**config.mk**
```make
export PLATFORM = sky130hd
export DESIGN_NAME = intensity_level_packet_encoder
export DESIGN_NICKNAME = d
export VERILOG_FILES = /design/src/rtl/ilpe_pkg.sv /design/src/rtl/ilpe_level.sv /design/src/rtl/ilpe_byte_unit.sv /design/src/rtl/intensity_level_packet_encoder.sv
export SDC_FILE = /design/constraint.sdc
export NUM_CORES = 1
export LEC_CHECK = 0
export BUFFER_PORTS_ARGS = -buffer_cell sky130_fd_sc_hd__buf_2
export CORE_ASPECT_RATIO = 2
export CORE_MARGIN = 2
export CORE_UTILIZATION = 50
export DETAILED_ROUTE_END_ITERATION = 10
export HOLD_SLACK_MARGIN = 0.02
export PLACE_DENSITY_LB_ADDON = 0.12
export SETUP_SLACK_MARGIN = 0.4
export SYNTH_ARGS = -nofsm -noshare
export SYNTH_HDL_FRONTEND = slang
export SYNTH_SLANG_ARGS = --single-unit
```
**constraint.sdc**
```tcl
create_clock -name aclk -period 6.63 [get_ports aclk]
set_input_delay 0 -clock aclk [delete_from_list [all_inputs] [get_ports aclk]]
set_output_delay 0 -clock aclk [all_outputs]
set_load 0.05 [all_outputs]
```
**src/rtl/ilpe_pkg.sv**
```systemverilog
// ----------------------------------------------------------------------------
// ilpe_pkg
// Shared types, command codes, packet constants and key table for the
// intensity level packet encoder.
// ----------------------------------------------------------------------------
package ilpe_pkg;

    localparam logic [2:0] CMD_TICK      = 3'd0;
    localparam logic [2:0] CMD_SET       = 3'd1;
    localparam logic [2:0] CMD_HIT       = 3'd2;
    localparam logic [2:0] CMD_STOP      = 3'd3;
    localparam logic [2:0] CMD_LINK_RST  = 3'd4;

    localparam logic [1:0] REG_HOLD_TICKS  = 2'd0;
    localparam logic [1:0] REG_DECAY_STEP  = 2'd1;
    localparam logic [1:0] REG_HIT_GAIN    = 2'd2;
    localparam logic [1:0] REG_SHOCK_FREQ  = 2'd3;

    localparam logic [6:0] LEVEL_MAX   = 7'd100;
    localparam logic [7:0] LEVEL_NONE  = 8'd255;

    localparam logic [7:0] PKT_HEAD    = 8'h23;
    localparam logic [7:0] PKT_CMD     = 8'h5A;
    localparam logic [7:0] PKT_ONE     = 8'h01;
    localparam logic [7:0] OP_ELECTRIC = 8'h90;
    localparam logic [7:0] OP_VIBRATE  = 8'h31;
    localparam logic [3:0] PKT_LAST_IDX = 4'd11;

    localparam logic [7:0] KEY_TAB [4][12] = '{
        '{8'h00, 8'h18, 8'h98, 8'hF7, 8'hA5, 8'h3D, 8'h0D, 8'h29, 8'h25, 8'h50, 8'h44, 8'h46},
        '{8'h00, 8'h45, 8'h6E, 8'h6A, 8'h6F, 8'h78, 8'h20, 8'h53, 8'h2D, 8'h31, 8'h2E, 8'h37},
        '{8'h00, 8'h65, 8'h78, 8'h20, 8'h54, 8'h6F, 8'h79, 8'h73, 8'h0A, 8'h8E, 8'h9D, 8'hA3},
        '{8'h00, 8'hC5, 8'hD6, 8'hE7, 8'hF8, 8'h0A, 8'h32, 8'h20, 8'h6F, 8'h62, 8'h0D, 8'h0A}
    };

    typedef struct packed {
        logic [15:0] hold_ticks;
        logic [6:0]  decay_step;
        logic [6:0]  hit_gain;
        logic [7:0]  shock_frequency;
    } cfg_t;

    typedef struct packed {
        logic               upd_en;
        logic [2:0]         cmd;
        logic signed [15:0] value;
        logic               sent_en;
        logic [6:0]         sent_level;
    } lvl_ctrl_t;

    typedef struct packed {
        logic       step;
        logic       kind;
        logic [3:0] idx;
    } byte_ctrl_t;

endpackage

```
**src/rtl/ilpe_level.sv**
```systemverilog
// ----------------------------------------------------------------------------
// ilpe_level
// Level state: applies one command to level, hold countdown and last sent level.
// ----------------------------------------------------------------------------
module ilpe_level (
    input  logic                aclk,
    input  logic                aresetn,
    input  ilpe_pkg::cfg_t      cfg,
    input  ilpe_pkg::lvl_ctrl_t ctrl,
    output logic [6:0]          level_now,
    output logic [7:0]          level_sent
);

    logic [6:0]  level_reg, level_next;
    logic [15:0] hold_reg, hold_next;
    logic [7:0]  sent_reg, sent_next;

    logic [15:0] hold_dec;
    logic [6:0]  set_level;
    logic [14:0] dmg;
    logic [15:0] dmg_round;
    logic [11:0] units;
    logic [18:0] prod;
    logic [18:0] hit_sum;
    logic [6:0]  decayed;

    always_comb begin
        hold_dec = (hold_reg != 16'd0) ? hold_reg - 16'd1 : 16'd0;

        if (ctrl.value[15]) begin
            set_level = 7'd0;
        end else if (ctrl.value > 16'sd100) begin
            set_level = ilpe_pkg::LEVEL_MAX;
        end else begin
            set_level = ctrl.value[6:0];
        end

        dmg       = ctrl.value[15] ? 15'd0 : ctrl.value[14:0];
        dmg_round = {1'b0, dmg} + 16'd8;
        units     = (dmg_round[15:4] == 12'd0) ? 12'd1 : dmg_round[15:4];
        prod      = 19'(units) * 19'(cfg.hit_gain);
        hit_sum   = prod + 19'(level_reg);

        decayed = (level_reg > cfg.decay_step) ? level_reg - cfg.decay_step : 7'd0;
    end

    always_comb begin
        level_next = level_reg;
        hold_next  = hold_reg;
        sent_next  = sent_reg;
        if (ctrl.upd_en) begin
            case (ctrl.cmd)
                ilpe_pkg::CMD_TICK: begin
                    hold_next = hold_dec;
                    if (level_reg != 7'd0 && hold_dec == 16'd0) begin
                        level_next = decayed;
                    end
                end
                ilpe_pkg::CMD_SET: begin
                    level_next = set_level;
                    hold_next  = cfg.hold_ticks;
                end
                ilpe_pkg::CMD_HIT: begin
                    level_next = (hit_sum > 19'(ilpe_pkg::LEVEL_MAX)) ?
                                 ilpe_pkg::LEVEL_MAX : hit_sum[6:0];
                    hold_next  = cfg.hold_ticks;
                end
                ilpe_pkg::CMD_STOP: begin
                    level_next = 7'd0;
                    hold_next  = 16'd0;
                end
                ilpe_pkg::CMD_LINK_RST: begin
                    sent_next = ilpe_pkg::LEVEL_NONE;
                end
                default: begin
                end
            endcase
        end
        if (ctrl.sent_en) begin
            sent_next = {1'b0, ctrl.sent_level};
        end
    end

    always_ff @(posedge aclk) begin
        if (!aresetn) begin
            level_reg <= 7'd0;
            hold_reg  <= 16'd0;
            sent_reg  <= ilpe_pkg::LEVEL_NONE;
        end else begin
            level_reg <= level_next;
            hold_reg  <= hold_next;
            sent_reg  <= sent_next;
        end
    end

    assign level_now  = level_reg;
    assign level_sent = sent_reg;

endmodule

```
**src/rtl/ilpe_byte_unit.sv**
```systemverilog
// ----------------------------------------------------------------------------
// ilpe_byte_unit
// Byte-serial packet builder: plain byte select, running checksum and
// chained-key obfuscation, one byte per step.
// ----------------------------------------------------------------------------
module ilpe_byte_unit (
    input  logic                 aclk,
    input  ilpe_pkg::byte_ctrl_t ctrl,
    input  logic [6:0]           level,
    input  logic [7:0]           freq,
    input  logic [2:0]           shock,
    output logic [7:0]           data_byte
);

    logic [7:0] sum_reg, sum_next;
    logic [7:0] prev_reg;
    logic [7:0] sum_cur;
    logic [7:0] plain;
    logic [7:0] key;

    always_comb begin
        sum_cur = (ctrl.idx == 4'd0) ? 8'd0 : sum_reg;
        case (ctrl.idx)
            4'd0:  plain = ilpe_pkg::PKT_HEAD;
            4'd1:  plain = ilpe_pkg::PKT_CMD;
            4'd4:  plain = ilpe_pkg::PKT_ONE;
            4'd5:  plain = ctrl.kind ? ilpe_pkg::OP_VIBRATE : ilpe_pkg::OP_ELECTRIC;
            4'd6:  plain = ctrl.kind ? {1'b0, level} : freq;
            4'd7:  plain = ctrl.kind ? 8'd0 : {5'd0, shock};
            4'd11: plain = sum_reg;
            default: plain = 8'd0;
        endcase
        key = ilpe_pkg::KEY_TAB[prev_reg[1:0]][ctrl.idx];
        if (ctrl.idx == 4'd0) begin
            data_byte = plain;
        end else begin
            data_byte = ((key ^ ilpe_pkg::PKT_HEAD) ^ plain) + key;
        end
        sum_next = sum_cur + plain;
    end

    always_ff @(posedge aclk) begin
        if (ctrl.step) begin
            sum_reg  <= sum_next;
            prev_reg <= data_byte;
        end
    end

endmodule

```
**src/rtl/intensity_level_packet_encoder.sv**
```systemverilog
// ----------------------------------------------------------------------------
// intensity_level_packet_encoder
// Command-driven intensity level with two obfuscated 12-byte packets
// (electric, then vibrate) sent whenever the level differs from the last sent level and the link is up.
//
//   channel  dir  handshake         payload
//   s_       in   s_tvalid/tready   tuser: cmd; tdata: value, link_ready
//   m_       out  m_tvalid/tready   tuser: packet_kind; tdata: byte, index,
//                                   level; tlast: final byte of the run
//   cfg_     in   cfg_valid/ready   cfg_index, cfg_data; always ready
//
// An item passes through accept, level update and send decision; a send adds
// 24 output transactions, one byte per cycle unless m_tready low stalls the output,
// from the byte unit, whose key chain depends on the previous output byte.
// aresetn (synchronous) restores register defaults, level 0, no level sent.
// m_tready low freezes the byte sequence; the last byte may wait in the
// output register while the next input transaction is accepted.
// ----------------------------------------------------------------------------
module intensity_level_packet_encoder (
    input  logic        aclk,
    input  logic        aresetn,
    input  logic        s_tvalid,
    output logic        s_tready,
    input  logic [23:0] s_tdata,   // [15:0] value, [16] link_ready
    input  logic [2:0]  s_tuser,   // [2:0] cmd
    output logic        m_tvalid,
    input  logic        m_tready,
    output logic [23:0] m_tdata,   // [7:0] data_byte, [11:8] byte_index, [18:12] sent_level
    output logic [0:0]  m_tuser,   // [0] packet_kind
    output logic        m_tlast,
    input  logic        cfg_valid,
    output logic        cfg_ready,
    input  logic [1:0]  cfg_index,
    input  logic [15:0] cfg_data
);

    localparam logic [1:0] ST_IDLE = 2'd0;
    localparam logic [1:0] ST_UPD  = 2'd1;
    localparam logic [1:0] ST_CHK  = 2'd2;
    localparam logic [1:0] ST_EMIT = 2'd3;

    logic [1:0]  state_reg, state_next;
    ilpe_pkg::cfg_t cfg_reg;

    logic [2:0]  cmd_reg;
    logic [15:0] value_reg;
    logic        link_reg;

    logic [6:0]  lv_reg;
    logic [7:0]  freq_reg;
    logic [2:0]  shock_reg;
    logic        kind_reg, kind_next;
    logic [3:0]  idx_reg, idx_next;

    logic        m_tvalid_reg, m_tvalid_next;
    logic [23:0] m_tdata_reg;
    logic        m_tuser_reg;
    logic        m_tlast_reg;

    logic [6:0]  level_now;
    logic [7:0]  level_sent;
    logic [7:0]  data_byte;
    logic        s_accept;
    logic        send;
    logic        load;
    logic        run_end;
    logic [2:0]  shock_calc;

    ilpe_pkg::lvl_ctrl_t  lvl_ctrl;
    ilpe_pkg::byte_ctrl_t byte_ctrl;

    assign s_tready  = (state_reg == ST_IDLE);
    assign s_accept  = s_tvalid && s_tready;
    assign cfg_ready = 1'b1;

    assign send = (state_reg == ST_CHK) && link_reg &&
                  (cmd_reg inside {[ilpe_pkg::CMD_TICK:ilpe_pkg::CMD_STOP]}) &&
                  ({1'b0, level_now} != level_sent);
    assign load    = (state_reg == ST_EMIT) && (!m_tvalid_reg || m_tready);
    assign run_end = kind_reg && (idx_reg == ilpe_pkg::PKT_LAST_IDX);

    assign shock_calc = 3'(level_now > 7'd0)  + 3'(level_now > 7'd16) +
                        3'(level_now > 7'd33) + 3'(level_now > 7'd50) +
                        3'(level_now > 7'd66) + 3'(level_now > 7'd83);

    always_comb begin
        lvl_ctrl.upd_en     = (state_reg == ST_UPD);
        lvl_ctrl.cmd        = cmd_reg;
        lvl_ctrl.value      = value_reg;
        lvl_ctrl.sent_en    = send;
        lvl_ctrl.sent_level = level_now;
        byte_ctrl.step      = load;
        byte_ctrl.kind      = kind_reg;
        byte_ctrl.idx       = idx_reg;
    end

    ilpe_level u_level (
        .aclk       (aclk),
        .aresetn    (aresetn),
        .cfg        (cfg_reg),
        .ctrl       (lvl_ctrl),
        .level_now  (level_now),
        .level_sent (level_sent)
    );

    ilpe_byte_unit u_byte (
        .aclk      (aclk),
        .ctrl      (byte_ctrl),
        .level     (lv_reg),
        .freq      (freq_reg),
        .shock     (shock_reg),
        .data_byte (data_byte)
    );

    always_comb begin
        state_next    = state_reg;
        kind_next     = kind_reg;
        idx_next      = idx_reg;
        m_tvalid_next = m_tvalid_reg;
        if (m_tvalid_reg && m_tready) begin
            m_tvalid_next = 1'b0;
        end
        case (state_reg)
            ST_IDLE: begin
                if (s_accept) begin
                    state_next = ST_UPD;
                end
            end
            ST_UPD: begin
                state_next = ST_CHK;
            end
            ST_CHK: begin
                kind_next  = 1'b0;
                idx_next   = 4'd0;
                state_next = send ? ST_EMIT : ST_IDLE;
            end
            ST_EMIT: begin
                if (load) begin
                    m_tvalid_next = 1'b1;
                    if (idx_reg == ilpe_pkg::PKT_LAST_IDX) begin
                        idx_next  = 4'd0;
                        kind_next = 1'b1;
                        if (kind_reg) begin
                            state_next = ST_IDLE;
                        end
                    end else begin
                        idx_next = idx_reg + 4'd1;
                    end
                end
            end
            default: begin
                state_next = ST_IDLE;
            end
        endcase
    end

    always_ff @(posedge aclk) begin
        if (!aresetn) begin
            state_reg               <= ST_IDLE;
            m_tvalid_reg            <= 1'b0;
            kind_reg                <= 1'b0;
            idx_reg                 <= 4'd0;
            cfg_reg.hold_ticks      <= 16'd140;
            cfg_reg.decay_step      <= 7'd1;
            cfg_reg.hit_gain        <= 7'd10;
            cfg_reg.shock_frequency <= 8'd4;
        end else begin
            state_reg    <= state_next;
            m_tvalid_reg <= m_tvalid_next;
            kind_reg     <= kind_next;
            idx_reg      <= idx_next;
            if (cfg_valid && cfg_ready) begin
                case (cfg_index)
                    ilpe_pkg::REG_HOLD_TICKS: cfg_reg.hold_ticks      <= cfg_data;
                    ilpe_pkg::REG_DECAY_STEP: cfg_reg.decay_step      <= cfg_data[6:0];
                    ilpe_pkg::REG_HIT_GAIN:   cfg_reg.hit_gain        <= cfg_data[6:0];
                    ilpe_pkg::REG_SHOCK_FREQ: cfg_reg.shock_frequency <= cfg_data[7:0];
                    default: begin
                    end
                endcase
            end
        end
    end

    always_ff @(posedge aclk) begin
        if (s_accept) begin
            cmd_reg   <= s_tuser;
            value_reg <= s_tdata[15:0];
            link_reg  <= s_tdata[16];
        end
        if (state_reg == ST_CHK) begin
            lv_reg    <= level_now;
            freq_reg  <= (level_now == 7'd0) ? 8'd0 : cfg_reg.shock_frequency;
            shock_reg <= shock_calc;
        end
        if (load) begin
            m_tdata_reg <= {5'd0, lv_reg, idx_reg, data_byte};
            m_tuser_reg <= kind_reg;
            m_tlast_reg <= run_end;
        end
    end

    assign m_tvalid   = m_tvalid_reg;
    assign m_tdata    = m_tdata_reg;
    assign m_tuser[0] = m_tuser_reg;
    assign m_tlast    = m_tlast_reg;

    a_busy_after_accept: assert property (@(posedge aclk) disable iff (!aresetn)
        s_accept |=> !s_tready)
        else $error("input accepted while busy");

    a_level_range: assert property (@(posedge aclk) disable iff (!aresetn)
        level_now <= ilpe_pkg::LEVEL_MAX)
        else $error("level out of range");

    a_sent_recorded: assert property (@(posedge aclk) disable iff (!aresetn)
        send |=> (level_sent == {1'b0, lv_reg}))
        else $error("sent level not recorded");

    a_last_position: assert property (@(posedge aclk) disable iff (!aresetn)
        (load && run_end) |=> (m_tlast && m_tuser[0] && (m_tdata[11:8] == ilpe_pkg::PKT_LAST_IDX)))
        else $error("last flag on wrong byte");

    a_emit_no_overwrite: assert property (@(posedge aclk) disable iff (!aresetn)
        (m_tvalid && !m_tready) |-> !load)
        else $error("output register overwritten");

endmodule
```
==> metrics.md <==
| Metric | Value |
|---|---|
| Status | complete, no violations |
| Slew HR | 0.183 |
| Pwr Total | 2.64 mW |
| GRT Overall Usage | 0.244 |
| Worst-Margin Slew | 1.22 ns |
| CP Capture Type | register |
| Internal Power | 1.76 mW |
| Sw power | 0.878 mW |
| ANT nets after route | 0 |
| Top Ports | 79 |
| Bufs on Longest Clock Path | 2 |
| Post-synth top area share | 0.177 |
| Layout cells sized above 1 | 0.165 |
| Pwr dens | 194 mW/mm2 |
| Worst Setup Path Type | register to register |
| Worst Hold Class | primary input to register |
| Sw frac | 0.333 |
| Netlist Area Pre-Place | 0.0113 mm2 |
| Clk_skew | 0.00951 ns |
| Crit path launch type | register |
| # DRC | 0 |
| CTS tree | yes |
| Initial antenna violation count | 0 |
| Core box area | 0.0224 mm2 |
| Final setup fails | 0 |
| CTS sink count | 144 |
| Drt total wl | 29000 um |
| CP most frequent cell | fa_1 |
| Fmax | 159 MHz |
| Avg Cell Area, Syn | 8.76 um2 |
| #FFs+latches synth | 144 |
| RSZ-0062 raised after global routing | true |
| Logic pwr share | 0.257 |
| Sum of negative setup slack | 0 ns |
| Crit path time final | 6.27 ns |
| Worst-skew pair later-pin latency | 0.44 ns |
| Largest fanout on the critical path | 8 |
| Post-synth EDFFs | 67 |
| Drt first pass iters | 5 |
| Static Leak | 5.73 nW |
| Largest net degree at the start of global routing | 61 |
| Num CTS Buffers | 17 |
| Clk slew on worst S/H paths | 0.07 ns |
| Final nets | 1596 |
| WP buf/inv | 4 |
| Prevailing post-synth register cell | dfxtp_1 |
| Die width | 110 um |
| Max reg flops | 38 |
| Vias in the first global route | 9733 |
| Detailed Place HPWL | 20900 um |
| Final Hold Viols | 0 |
| Ys async rst share | 0 |
| Routed WL per cell | 17.0 um |
| Distinct cell type count after synthesis | 83 |
| 1st-iter DRT viols | 592 |
| Remaining Overflow, GRT | 0 |
| Max-Cap Viols | 0 |
| CP required | 6.98 ns |
| Sequential share of the synthesized area | 0.313 |
| Clock share of power | 0.362 |
| Crit path DAT | 6.63 ns |
| Top cells by area, synth | edfxtp_1 18%, dfxtp_1 14%, fa_1 11% |
| Die Ht | 217 um |
| H-tree depth | 4 |
| Crit-path max cell delay | 0.49 ns |
| Final Slew Violations | 0 |
| Root Buffer | clkbuf_16 |
| Die footprint | 0.0240 mm2 |
| Period utilisation layout | 0.946 |
| Synth Warn # | 0 |
| Synth-to-layout area growth | 20.1% |
| Delay-heaviest family, CP | adder cells |
| Standard-cell rows | 78 |
| Most frequent cells in the layout | 143 x nand2_1, 120 x inv_1, 77 x dfxtp_1 |
| IO buf count | 65 |
| Cell count after synthesis | 1294 |
| Routed vias | 9695 |
| R2R Setup Slk | 0.36 ns |
| GPL Wtd Cong | 0.908 |
| Critical-path top delay cell | edfxtp_1 |
| Peak VDD IR | 0.183 mV |
| Cell accounting for the most synthesized area | edfxtp_1 |
| Commonest non-fill, non-tap cell in the layout | nand2_1 |
| First-pass GRT wire length | 48300 um |
| Initial Utilization | 0.505 |
| Via-to-Cell Ratio | 5.68 |
| Ant diodes | 0 |
| Seq pwr share | 0.381 |
-- Yosys cell counts, types with 5 or more instances --
master and instances:
clkbuf_1 50, inv_1 124, edfxtp_1 67, nand3_1 26, nand4_1 11, nand2b_1 12, nor4_1 15, o22ai_1 12
a21oi_1 77, dfxtp_1 77, a22oi_1 11, nand2_1 144, a31oi_1 12, a211oi_1 12, o21bai_1 7, nor3_1 26
o21ai_1 9, a21o_1 9, a221oi_1 7, and3_1 14, xor2_1 21, mux2i_1 18, buf_4 6, o21a_1 7
buf_6 5, o211ai_1 7, xnor2_1 26, fa_1 61, nor2b_1 28, o31ai_1 9, or3_1 9, and2_1 76
nor2_1 80, ha_1 72, o21ai_0 55
-- final timing paths --
| path | start | end | depth (start not counted) |
|---|---|---|---|
| min | cfg_index[1] | cfg_reg[8] | 5 |
| max reg2reg | value_reg[15] | u_level.level_now[3] | 27 |
| min reg2reg | cfg_reg[0] | cfg_reg[0] | 2 |
| max | value_reg[15] | u_level.level_now[3] | 27 |
-- tightest hold or removal path: cells and delay by family --
| family | cells | cell delay (ns) |
|---|---|---|
| simple gates | 3 | 0.26 |
| compound gates | 1 | 0.06 |
| buf+inv | 1 | 0.13 |
-- cell type report --
| cell class | instances | area, um2 |
|---|---|---|
| Clock buffer | 17 | 425 |
| Inverter | 127 | 477 |
| Fill cell | 1973 | 8840 |
| Timing Repair Buffer | 163 | 1190 |
| Sequential cell | 144 | 3550 |
| Clock inverter | 15 | 165 |
| Multi-Input combinational cell | 960 | 7450 |
| Tap cell | 280 | 350 |
-- stage by stage --
stage	instance area [um2]	util	setup slack, ns	hold slack [ns]	instances
floorplan	11500	-	0.416	0.0989	1298
global placement	12100	0.538	0.181	0.177	1610
detailed placement	12100	0.538	0.00869	0.178	1610
CTS	13300	0.591	0.429	0.0526	1689
global route	13600	0.606	0.0877	0.108	1706
finish	13600	0.606	0.356	0.0698	1706
-- logic make-up after synthesis --
family | after synthesis | synth area share
flops | 144 | 0.313
compound gates | 282 | 0.161
mux | 20 | 0.0189
xor+xnor | 47 | 0.0363
simple gates | 472 | 0.213
fa+ha+maj | 133 | 0.187
buf+inv | 194 | 0.0698
other cells | 2 | 0.000662
-- metal layers --
metal / share of wire / GRT usage
met4: 0.024 / 0.0900
met1: 0.44 / 0.328
met3: 0.046 / 0.0354
met2: 0.49 / 0.403
met5: 0 / 0
-- power by group through the flow --
stage               clock network (mW)  registers (mW)  logic, mW
floorplan                            0            1.00      0.461
global placement                     0            1.02      0.573
detailed placement                   0            1.02      0.584
CTS                              0.971            1.00      0.640
global route                      1.01            1.01      0.762
finish                           0.955            1.01      0.679
-- timing repair --
action                                  in CTS  in global routing
endpoints found under the setup margin       7                  7
endpoints found under the hold margin       67                  0
setup buffers                                5                 17
pin swaps                                   12                 42
hold buffers                                42                  0
gates resized for setup                     24                 48
No activity file was read; power rests on OpenSTA's default activity.
